[src/rtl/core/cosine_anomaly_score_assert.svh]
// Assertion macros shared by the cosine anomaly score RTL
`ifndef COSINE_ANOMALY_SCORE_ASSERT_SVH
`define COSINE_ANOMALY_SCORE_ASSERT_SVH

// Same-cycle implication, disabled while in reset
`define CAS_ASSERT_SAME(label, ante, cons, msg) \
    label: assert property (@(posedge clk) disable iff (!rst_n) (ante) |-> (cons)) \
        else $error(msg);

// Next-cycle implication, disabled while in reset
`define CAS_ASSERT_NEXT(label, ante, cons, msg) \
    label: assert property (@(posedge clk) disable iff (!rst_n) (ante) |=> (cons)) \
        else $error(msg);

`endif

[src/rtl/core/cas_pkg.sv]
// Package with types and constants of the cosine anomaly score block
`timescale 1ns / 1ps

package cas_pkg;

    localparam int ELEM_W      = 16;   // Q4.12 element
    localparam int DOT_W       = 42;   // dot product accumulator
    localparam int ENERGY_W    = 41;   // sum of squares accumulator
    localparam int PROD_W      = 82;   // product of both energies
    localparam int DSQ_W       = 83;   // squared dot magnitude
    localparam int WIDE_W      = 116;  // shared adder and root working registers
    localparam int FRAC_SHIFT  = 32;   // squared dot is scaled by 2^32
    localparam int ROOT_W      = 16;   // root search bits
    localparam int COS_W       = 17;   // Q1.15 plus headroom for +1.0
    localparam int CNT_W       = 6;
    localparam int IN_TDATA_W  = 32;
    localparam int OUT_TDATA_W = 40;

    localparam logic [COS_W-1:0] COS_ONE = 17'd32768;

    typedef enum logic [2:0] {
        ST_IDLE,
        ST_START,
        ST_MULP,
        ST_MULD,
        ST_SQTRY,
        ST_SQUPD,
        ST_FIN,
        ST_DONE
    } cas_state_t;

endpackage

[src/rtl/core/cosine_anomaly_score.sv]
// Streaming cosine similarity and anomaly score over element pairs
`timescale 1ns / 1ps
`include "cosine_anomaly_score_assert.svh"

// Channel   Dir  Width  Contents
// s_axis    in   32+1   tdata: sample_elem[15:0], reference_elem[31:16]; tlast: last_elem
// m_axis    out  40+1   tdata: cosine_value[16:0], anomaly_value[33:17]; tuser: zero_magnitude
//
// Pairs that are not last are taken in ST_IDLE and stream back to back. A last pair
// runs the energy product, the squared dot and the root search in turn, all on one
// shared 116-bit three-input adder; no pair is taken until the result is loaded.
// When either energy is zero the sequencer goes from ST_START straight to ST_DONE.
// rst_n clears the dot and energy accumulators, the sequencer and the output valid.
// The output register holds a result while m_axis_tready is low; pairs that are
// not last are still taken meanwhile while the sequencer is in ST_IDLE.

module cosine_anomaly_score
    import cas_pkg::*;
(
    input  logic                   clk,
    input  logic                   rst_n,
    input  logic                   s_axis_tvalid,
    output logic                   s_axis_tready,
    input  logic [IN_TDATA_W-1:0]  s_axis_tdata,   // sample_elem, reference_elem
    input  logic                   s_axis_tlast,   // last_elem
    output logic                   m_axis_tvalid,
    input  logic                   m_axis_tready,
    output logic [OUT_TDATA_W-1:0] m_axis_tdata,   // cosine_value, anomaly_value, zeros
    output logic                   m_axis_tuser    // zero_magnitude
);

    cas_state_t            state_reg, state_next;

    logic [DOT_W-1:0]      dot_reg, dot_next;
    logic [ENERGY_W-1:0]   se_reg, se_next;
    logic [ENERGY_W-1:0]   re_reg, re_next;

    logic [WIDE_W-1:0]     acc_reg, acc_next;
    logic [WIDE_W-1:0]     mcd_reg, mcd_next;
    logic [WIDE_W-1:0]     bk_reg, bk_next;
    logic [WIDE_W-1:0]     trial_reg, trial_next;
    logic [DOT_W-1:0]      mlr_reg, mlr_next;
    logic [PROD_W-1:0]     p_reg, p_next;
    logic [DSQ_W-1:0]      d2_reg, d2_next;
    logic [ROOT_W-1:0]     x_reg, x_next;
    logic [CNT_W-1:0]      cnt_reg, cnt_next;
    logic                  neg_reg, neg_next;
    logic [COS_W-1:0]      res_cos_reg, res_cos_next;
    logic                  res_zero_reg, res_zero_next;

    logic                  out_valid_reg, out_valid_next;
    logic [COS_W-1:0]      out_cos_reg, out_cos_next;
    logic                  out_zero_reg, out_zero_next;

    logic signed [ELEM_W-1:0]   sample_s, reference_s;
    logic signed [2*ELEM_W-1:0] prod_sr, prod_ss, prod_rr;
    logic                  in_fire;
    logic [WIDE_W-1:0]     add_a, add_b, add_c, add_sum;
    logic                  root_fits;
    logic [DOT_W-1:0]      dot_mag;
    logic [COS_W-1:0]      x_inc, cos_mag;

    assign sample_s    = $signed(s_axis_tdata[ELEM_W-1:0]);
    assign reference_s = $signed(s_axis_tdata[2*ELEM_W-1:ELEM_W]);
    assign prod_sr     = sample_s * reference_s;
    assign prod_ss     = sample_s * sample_s;
    assign prod_rr     = reference_s * reference_s;
    assign in_fire     = s_axis_tvalid && s_axis_tready;

    assign dot_mag   = dot_reg[DOT_W-1] ? (~dot_reg + DOT_W'(1)) : dot_reg;
    assign root_fits = trial_reg <= {1'b0, d2_reg, {FRAC_SHIFT{1'b0}}};
    assign x_inc     = {1'b0, x_reg} + COS_W'(1);
    assign cos_mag   = {1'b0, x_inc[COS_W-1:1]};

    // Operand select for the shared adder
    always_comb
    begin
        add_a = '0;
        add_b = '0;
        add_c = '0;
        unique case (state_reg)
            ST_MULP, ST_MULD:
            begin
                add_a = acc_reg;
                add_b = mlr_reg[0] ? mcd_reg : '0;
            end
            ST_SQTRY:
            begin
                add_a = acc_reg;
                add_b = bk_reg;
                add_c = mcd_reg;
            end
            ST_SQUPD:
            begin
                add_a = bk_reg;
                add_b = mcd_reg << 1;
            end
            default:
            begin
                add_a = '0;
            end
        endcase
    end

    assign add_sum = add_a + add_b + add_c;

    // Sequencer: next state and datapath controls
    always_comb
    begin
        state_next    = state_reg;
        dot_next      = dot_reg;
        se_next       = se_reg;
        re_next       = re_reg;
        acc_next      = acc_reg;
        mcd_next      = mcd_reg;
        bk_next       = bk_reg;
        trial_next    = trial_reg;
        mlr_next      = mlr_reg;
        p_next        = p_reg;
        d2_next       = d2_reg;
        x_next        = x_reg;
        cnt_next      = cnt_reg;
        neg_next      = neg_reg;
        res_cos_next  = res_cos_reg;
        res_zero_next = res_zero_reg;
        out_valid_next = out_valid_reg && !m_axis_tready;
        out_cos_next  = out_cos_reg;
        out_zero_next = out_zero_reg;
        s_axis_tready = 1'b0;

        unique case (state_reg)
            ST_IDLE:
            begin
                s_axis_tready = 1'b1;
                if (in_fire)
                begin
                    dot_next = dot_reg + DOT_W'(prod_sr);
                    se_next  = se_reg + ENERGY_W'($unsigned(prod_ss));
                    re_next  = re_reg + ENERGY_W'($unsigned(prod_rr));
                    if (s_axis_tlast)
                    begin
                        state_next = ST_START;
                    end
                end
            end
            ST_START:
            begin
                if (se_reg == '0 || re_reg == '0)
                begin
                    res_cos_next  = '0;
                    res_zero_next = 1'b1;
                    state_next    = ST_DONE;
                end
                else
                begin
                    neg_next   = dot_reg[DOT_W-1];
                    acc_next   = '0;
                    mcd_next   = WIDE_W'(se_reg);
                    mlr_next   = DOT_W'(re_reg);
                    cnt_next   = CNT_W'(ENERGY_W - 1);
                    state_next = ST_MULP;
                end
            end
            ST_MULP:
            begin
                acc_next = add_sum;
                mcd_next = mcd_reg << 1;
                mlr_next = mlr_reg >> 1;
                cnt_next = cnt_reg - CNT_W'(1);
                if (cnt_reg == '0)
                begin
                    p_next     = add_sum[PROD_W-1:0];
                    acc_next   = '0;
                    mcd_next   = WIDE_W'(dot_mag);
                    mlr_next   = dot_mag;
                    cnt_next   = CNT_W'(DOT_W - 1);
                    state_next = ST_MULD;
                end
            end
            ST_MULD:
            begin
                acc_next = add_sum;
                mcd_next = mcd_reg << 1;
                mlr_next = mlr_reg >> 1;
                cnt_next = cnt_reg - CNT_W'(1);
                if (cnt_reg == '0)
                begin
                    d2_next    = add_sum[DSQ_W-1:0];
                    acc_next   = '0;
                    bk_next    = '0;
                    mcd_next   = WIDE_W'(p_reg) << (2 * (ROOT_W - 1));
                    x_next     = '0;
                    cnt_next   = CNT_W'(ROOT_W - 1);
                    state_next = ST_SQTRY;
                end
            end
            ST_SQTRY:
            begin
                // trial = (x + 2^k)^2 * P from x^2*P, x*P*2^(k+1) and P*2^2k
                trial_next = add_sum;
                state_next = ST_SQUPD;
            end
            ST_SQUPD:
            begin
                if (root_fits)
                begin
                    acc_next = trial_reg;
                    bk_next  = add_sum >> 1;
                end
                else
                begin
                    bk_next = bk_reg >> 1;
                end
                x_next   = {x_reg[ROOT_W-2:0], root_fits};
                mcd_next = mcd_reg >> 2;
                if (cnt_reg == '0)
                begin
                    state_next = ST_FIN;
                end
                else
                begin
                    cnt_next   = cnt_reg - CNT_W'(1);
                    state_next = ST_SQTRY;
                end
            end
            ST_FIN:
            begin
                // largest odd root candidate gives the rounded magnitude (x + 1) / 2
                res_cos_next  = neg_reg ? (~cos_mag + COS_W'(1)) : cos_mag;
                res_zero_next = 1'b0;
                state_next    = ST_DONE;
            end
            ST_DONE:
            begin
                if (!out_valid_reg || m_axis_tready)
                begin
                    out_valid_next = 1'b1;
                    out_cos_next   = res_cos_reg;
                    out_zero_next  = res_zero_reg;
                    dot_next       = '0;
                    se_next        = '0;
                    re_next        = '0;
                    state_next     = ST_IDLE;
                end
            end
            default:
            begin
                state_next = ST_IDLE;
            end
        endcase
    end

    always_ff @(posedge clk or negedge rst_n)
    begin
        if (!rst_n)
        begin
            state_reg     <= ST_IDLE;
            out_valid_reg <= 1'b0;
            dot_reg       <= '0;
            se_reg        <= '0;
            re_reg        <= '0;
        end
        else
        begin
            state_reg     <= state_next;
            out_valid_reg <= out_valid_next;
            dot_reg       <= dot_next;
            se_reg        <= se_next;
            re_reg        <= re_next;
        end
    end

    always_ff @(posedge clk)
    begin
        acc_reg      <= acc_next;
        mcd_reg      <= mcd_next;
        bk_reg       <= bk_next;
        trial_reg    <= trial_next;
        mlr_reg      <= mlr_next;
        p_reg        <= p_next;
        d2_reg       <= d2_next;
        x_reg        <= x_next;
        cnt_reg      <= cnt_next;
        neg_reg      <= neg_next;
        res_cos_reg  <= res_cos_next;
        res_zero_reg <= res_zero_next;
        out_cos_reg  <= out_cos_next;
        out_zero_reg <= out_zero_next;
    end

    assign m_axis_tvalid = out_valid_reg;
    assign m_axis_tdata  = {{(OUT_TDATA_W - 2 * COS_W){1'b0}},
                            COS_ONE - out_cos_reg, out_cos_reg};
    assign m_axis_tuser  = out_zero_reg;

    `CAS_ASSERT_NEXT(a_last_blocks_input, s_axis_tvalid && s_axis_tready && s_axis_tlast,
        !s_axis_tready, "input still taken after a last item")
    `CAS_ASSERT_SAME(a_zero_gives_half, m_axis_tvalid && m_axis_tuser,
        m_axis_tdata[COS_W-1:0] == '0 && m_axis_tdata[2*COS_W-1:COS_W] == COS_ONE,
        "zero magnitude result is not cos 0, score one half")
    `CAS_ASSERT_SAME(a_score_matches_cos, m_axis_tvalid,
        m_axis_tdata[2*COS_W-1:COS_W] + m_axis_tdata[COS_W-1:0] == COS_ONE,
        "anomaly score and cosine disagree")
    `CAS_ASSERT_SAME(a_cos_in_range, m_axis_tvalid,
        $signed(m_axis_tdata[COS_W-1:0]) <= $signed(COS_ONE)
        && $signed(m_axis_tdata[COS_W-1:0]) >= -$signed(COS_ONE),
        "cosine outside [-1, 1]")
    `CAS_ASSERT_SAME(a_root_bound, state_reg == ST_SQTRY,
        acc_reg <= {1'b0, d2_reg, {FRAC_SHIFT{1'b0}}},
        "root search overshoots the squared dot bound")

endmodule

[config.mk]
export PLATFORM = sky130hd
export DESIGN_NAME = cosine_anomaly_score
export DESIGN_NICKNAME = d
export VERILOG_FILES = /design/src/rtl/core/cas_pkg.sv /design/src/rtl/core/cosine_anomaly_score.sv
export VERILOG_INCLUDE_DIRS = /design/src /design/src/rtl/core
export SDC_FILE = /design/constraint.sdc
export NUM_CORES = 2
export LEC_CHECK = 0
export ABC_CLOCK_PERIOD_IN_PS = 14100
export BUFFER_PORTS_ARGS = -buffer_cell sky130_fd_sc_hd__buf_4
export CORE_ASPECT_RATIO = 0.7
export CORE_MARGIN = 2
export CORE_UTILIZATION = 50
export CTS_CLUSTER_SIZE = 30
export DETAILED_ROUTE_END_ITERATION = 7
export MAX_ROUTING_LAYER = met4
export PLACE_DENSITY = 0.74
export SYNTH_ARGS = -nofsm -noshare
export SYNTH_HDL_FRONTEND = slang
export SYNTH_SLANG_ARGS = --single-unit
[constraint.sdc]
create_clock -name clk -period 14.1 [get_ports clk]
set_clock_uncertainty 0.1 [all_clocks]
set_input_delay 0 -clock clk [delete_from_list [all_inputs] [get_ports clk]]
set_output_delay 0 -clock clk [all_outputs]
set_load 0.005 [all_outputs]
Word-level counts from Yosys, hierarchy flattened
Index checks and enable logic that the tools add are counted.
{"block": "word_totals", "regBits": 858, "latch_bits": 0, "mem_bits_rw": 0, "mem_count": 0, "rom_bits": 0, "in_bits": 37, "out_inout_bits": 43, "wordCells": 132}
{"block": "op_classes", "n_lt_le_gt_ge": 1, "div_mod_pow": 0, "eq_ne": 16, "n_mux": 50, "multipliers": 3, "shift": 0, "bitwise_logic": 3, "n_reduce_logical": 30, "add_sub_neg": 10}
{"cell": "$mux 116", "count": 9}
{"cell": "$pmux 116 s3", "count": 2}
{"cell": "$pmux 116 s2", "count": 2}
{"cell": "$pmux 116 s4", "count": 1}
{"cell": "$add 116x116->116", "count": 2}
{"cell": "$mux 42", "count": 5}
{"cell": "$pmux 41 s2", "count": 2}
{"cell": "$pmux 42 s3", "count": 1}
{"cell": "$mux 41", "count": 3}
{"cell": "$le 116x115->1", "count": 1}
{"cell": "$mux 115", "count": 1}
{"cell": "$mul 16x16->32", "count": 3}
{"cell": "$pmux 42 s2", "count": 1}
{"cell": "$add 41x32->41", "count": 2}
{"cell": "$logic_not 41->1", "count": 2}
{"cell": "$add 42x1->42 const B", "count": 1}
{"cell": "$add 42x42->42", "count": 1}
{"cell": "$not 42->42", "count": 1}
{"cell": "$mux 17", "count": 2}
{"cell": "$pmux 17 s2", "count": 1}
{"cell": "$pmux 16 s2", "count": 1}
{"cell": "$mux 6", "count": 4}
{"cell": "$pmux 3 s8", "count": 1}
{"cell": "$pmux 6 s4", "count": 1}
{"cell": "other kinds (28)", "count": 63}

Depth between registers and ports, before layout
{"block": "depth", "depth_word": 7, "ltp_mapped": 39, "ltp_nobuf": 37}

Worst setup path after synthesis
Ideal clock, no wire load.
{"block": "synth_path", "path_type": "reg-to-reg", "from": "reg cnt_reg[0]", "to": "reg bk_reg[0] (enable)", "path_stages_with_launch": 8, "period_less_slack_ps": 11522, "required_time_ps": 13198, "path_buffers": 2, "arrival_time_ps": 10620, "setup_ps": 802, "slack_ps": 2578, "path_cell_list": "edfxtp_1 -> inv_1 -> ha_1 -> nand2_1 -> or3_1 -> clkbuf_1 -> clkbuf_1 -> o21ai_0"}
{"block": "synth_via", "elab_chain_cells": 3}
{"item": "start: declaration", "line": "cosine_anomaly_score.sv:46", "source": "logic [CNT_W-1:0] cnt_reg, cnt_next;"}
{"item": "start signal: assignment", "line": "cosine_anomaly_score.sv:283", "source": "cnt_reg <= cnt_next;"}
{"item": "$logic_not 6->1", "line": "cosine_anomaly_score.sv:186", "source": "if (cnt_reg == '0)"}
{"item": "$ne 2x2->1 (no line)"}
{"item": "$reduce_and 2->1 (no line)"}
{"item": "end signal: assignment", "line": "cosine_anomaly_score.sv:277", "source": "bk_reg <= bk_next;"}
{"item": "end: declaration", "line": "cosine_anomaly_score.sv:40", "source": "logic [WIDE_W-1:0] bk_reg, bk_next;"}
Every way passes these cells.
A chain may end at the register's enable or synchronous reset.

Worst setup path in the final report
{"block": "layout_path", "from": "reg state_reg[2]", "to": "reg bk_reg[111] (data pin)"}
{"block": "layout_via", "elab_chain_cells": 7, "elab_cells_between_ends": 13, "cone_classes": "add/sub: 2; eq/ne: 4; mux: 5; reduce/logical: 2"}
{"item": "start: declaration", "line": "cosine_anomaly_score.sv:32", "source": "cas_state_t state_reg, state_next;"}
{"item": "start signal: assignment", "line": "cosine_anomaly_score.sv:265", "source": "state_reg <= state_next;"}
{"item": "$eq 3x2->1 or $eq 3x3->1 (tied branches)", "line": "cosine_anomaly_score.sv:81", "source": "unique case (state_reg)"}
{"item": "$reduce_or 3->1 (no line) or $reduce_or 2->1 (tied branches)"}
{"item": "$pmux 116 s2 or $pmux 116 s3 (tied branches)", "line": "cosine_anomaly_score.sv:81"}
{"item": "$add 116x116->116", "line": "cosine_anomaly_score.sv:105", "source": "assign add_sum = add_a + add_b + add_c;"}
{"item": "$add 116x116->116 *", "line": "cosine_anomaly_score.sv:105"}
{"item": "via add_sum[112]", "line": "cosine_anomaly_score.sv:58", "source": "logic [WIDE_W-1:0] add_a, add_b, add_c, add_sum;"}
{"item": "$mux 115 *", "line": "cosine_anomaly_score.sv:205", "source": "if (root_fits)"}
{"item": "$pmux 116 s2 *", "line": "cosine_anomaly_score.sv:131", "source": "unique case (state_reg)"}
Mark *: on every way through the listed nets, which the timed path passes. The rest lies on a longest branch.

==> impl_metrics.json <==
{
  "status": "finished, violations left",
  "failed_checks": "DRC",
  "synthFlopType": "edfxtp_1",
  "synth_area_um2": 83100,
  "viasPerCell": 6.08,
  "fin_nets": 9870,
  "min_path_type": "in2reg",
  "ys_ff_latch": 857,
  "synthCells": 8573,
  "drt_iter0_markers": 9110,
  "cts_tree": "yes",
  "ant_nets": 0,
  "die_w_um": 491,
  "die_y_um": 345,
  "met3_length_mm": 41.7,
  "cts.clk_slew.worst_paths_ps": 60,
  "max_freq_mhz": 104,
  "areaGrowthSynthToFinish_pct": 6.64,
  "route.detailed.drc": 20,
  "drive_above_1_share_pct": 3.99,
  "post_cts_buffers": 0,
  "synth_area_leaders": "edfxtp_1 (26%), fa_1 (21%), ha_1 (8.7%)",
  "route.met2.wl_mm": 97.2,
  "wl_mm": 254,
  "endpoint_kind": "flip-flop",
  "startpoint": "state_reg[2]",
  "core_area_um2": 165000,
  "gr-total-overflow": 0,
  "wl_per_cell_um": 23.7,
  "synth_edf_count": 729,
  "synth.distinct_cells": 84,
  "clkLatencyLatePin_ps": 730,
  "synth_area_leader_cell": "edfxtp_1",
  "seq_area_frac_synth_pct": 30.2,
  "r2r_end": "bk_reg[111]",
  "setup_viol": 0,
  "synthMuxAreaShare_pct": 1.82,
  "r2r_slack_ps": 4480,
  "synth-compound-area-share_pct": 14.6,
  "tightest_slew_ps": 1430,
  "start_kind": "flip-flop",
  "slew_headroom_pct": 3.44,
  "drt-met1-wl_mm": 111,
  "cts_buffer_depth": 3,
  "yosys_warnings": 0,
  "highest_layer": "met4",
  "holdWs_ps": 231,
  "antenna_found_initial": 12,
  "rsz0062_at_grt": "no",
  "root_buffer": "clkbuf_16",
  "fin_tns_setup_ps": 0,
  "report.final.hold_viol_count": 0,
  "initial_utilization_pct": 50.2,
  "port-buffer-count": 73,
  "critPathMaxFanout": 164,
  "dieArea_um2": 169000,
  "synth_top_family_by_area": "adder cells",
  "grt_pass1_wl_mm": 388,
  "cts_made_buffers": 86,
  "dp_hpwl_mm": 189,
  "h-tree-depth": 3,
  "synth-simple-area-share_pct": 11.6,
  "synth_area_per_cell_um2": 9.69,
  "first_pass_iters": 8,
  "post-route-period-util_pct": 68.3,
  "critPathArrivalTime_ps": 10000,
  "layout_min_cycle_time_ps": 9620,
  "synthAdderAreaFrac_pct": 29.3,
  "cts-resized-gates": 0,
  "drv_cap": 0,
  "yosysTopAreaCellShare_pct": 26.4,
  "postCtsHoldBufs": 8,
  "crit-reg2reg-launch": "state_reg[2]",
  "rows": 125,
  "n_fill_cell": 14600,
  "critPathKind": "reg2reg",
  "synthXorXnorAreaFrac_pct": 4.35,
  "num_vias": 65100,
  "cts_sinks": 857,
  "crit_end": "bk_reg[111]",
  "ys_async_sr_fraction_pct": 14.9,
  "place_congestion": 1.02,
  "slew_viol_final": 0,
  "grt_pass1_vias": 63300,
  "r2r_cells": 21,
  "required_ps": 14480,
  "grt_max_degree": 165,
  "track_usage_pct": 30.5,
  "ioPinCount": 80,
  "final_util_pct": 53.5
}
## cells in the mapped netlist, types with 14 or more instances
library cell,number
a211oi_1,26
a21o_1,173
a21oi_1,434
a222oi_1,101
a22o_1,153
a22oi_1,139
a31o_2,14
a31oi_1,47
and2_1,201
and3_1,30
buf_1,33
clkbuf_1,362
dfrtp_1,128
edfxtp_1,729
fa_1,855
ha_1,578
inv_1,1373
mux2i_1,149
nand2_1,907
nand2b_1,51
nand3_1,93
nand4_1,87
nor2_1,472
nor2b_1,38
nor3_1,74
nor4_1,48
o211ai_1,24
o21a_1,34
o21ai_0,436
o21bai_1,63
o22ai_1,23
o31ai_1,40
or2_2,14
or3_1,24
xnor2_1,259
xor2_1,154
## per-layer routing
| layer | vias up | global-route usage [%] |
|---|---|---|
| met4 | 0 | 5.25 |
| li1 | 28700 | - |
| met5 | - | - |
| met3 | 362 | 13.5 |
| met2 | 3994 | 37.8 |
| met1 | 32000 | 45.3 |
## per-stage QoR
| step | area, um2 | setup slack [ps] | std cells |
|---|---|---|---|
| after global routing | 88600 | 4270 | 10700 |
| final | 88600 | 4480 | 10700 |
| after floorplan | 83100 | 2580 | 8578 |
| after detailed placement | 85500 | 4390 | 10500 |
| after global placement | 85500 | 4350 | 10500 |
| after CTS | 88500 | 5020 | 10700 |
## cells in the final DEF, fill, tap and decap left out, types with 16 or more instances in the layout
cell,instances
nand4_1,87
fa_1,855
nand3_1,93
inv_1,1371
o21a_1,34
edfxtp_1,729
o31ai_1,40
nand2_1,904
o21ai_0,434
clkbuf_1,16
and3_1,30
nor3_1,70
mux2i_1,149
clkinv_1,16
a31oi_1,47
o22ai_1,23
nor2b_1,36
a211oi_1,25
clkbuf_16,86
ha_1,578
o211ai_1,24
nor4_1,48
a22o_1,153
o21bai_1,63
nor2_1,465
xnor2_1,259
nand2b_1,50
a21o_1,173
a22oi_1,139
or3_1,24
a21oi_1,434
a222oi_1,101
dfrtp_1,128
and2_1,200
buf_4,127
xor2_1,154
## worst min-delay path by stage
stage,start,slack [ps],to,cells past startpoint
2_1_floorplan,rst_n,-400,dot_reg[0],0
3_3_place_gp,rst_n,-3,se_reg[27],1
3_5_place_dp,rst_n,-8,se_reg[27],1
4_1_cts,m_axis_tready,180,m_axis_tvalid,4
5_1_grt,m_axis_tready,230,m_axis_tvalid,4
6_report,m_axis_tready,230,m_axis_tvalid,4
## critical path, stage by stage (launching register included)
cell and delay (ps):
dfrtp_1 580, inv_1 180, nor3_2 290, buf_12 480, nand2b_4 440, buf_4 680, a22oi_1 200, fa_1 550
inv_1 50, ha_1 340, o21ai_0 140, o21ai_0 480, a311oi_1 260, nor3b_1 1130, o2111ai_1 430, a211oi_1 620
a31oi_1 340, o22ai_1 560, a31oi_1 440, o31ai_1 440, xor2_1 190, a22o_1 230
## layout make-up
type	count	area, um2	area share (%)
clock buffer	105	2250	2.54
tap	2222	2780	3.14
inverter	1379	5180	5.85
antenna	14	35.0	0.0395
sequential	857	25100	28.3
multi-input combinational	5936	51400	58.0
clock inverter	54	719	0.812
timing repair buffer	140	1140	1.29
## kinds of logic (layout without fill, tap and decap cells)
logic type,after synthesis,after routing
simple gates,2097,2097
fa+ha+maj,1433,1433
mux,151,151
other cells,1,20
compound gates,1836,1836
flops,857,857
xor+xnor,413,413
buf+inv,1785,1678
Power is left out: the tool's default activity adds up to more than one toggle a clock period on the data nets, which glitch-free logic cannot reach.
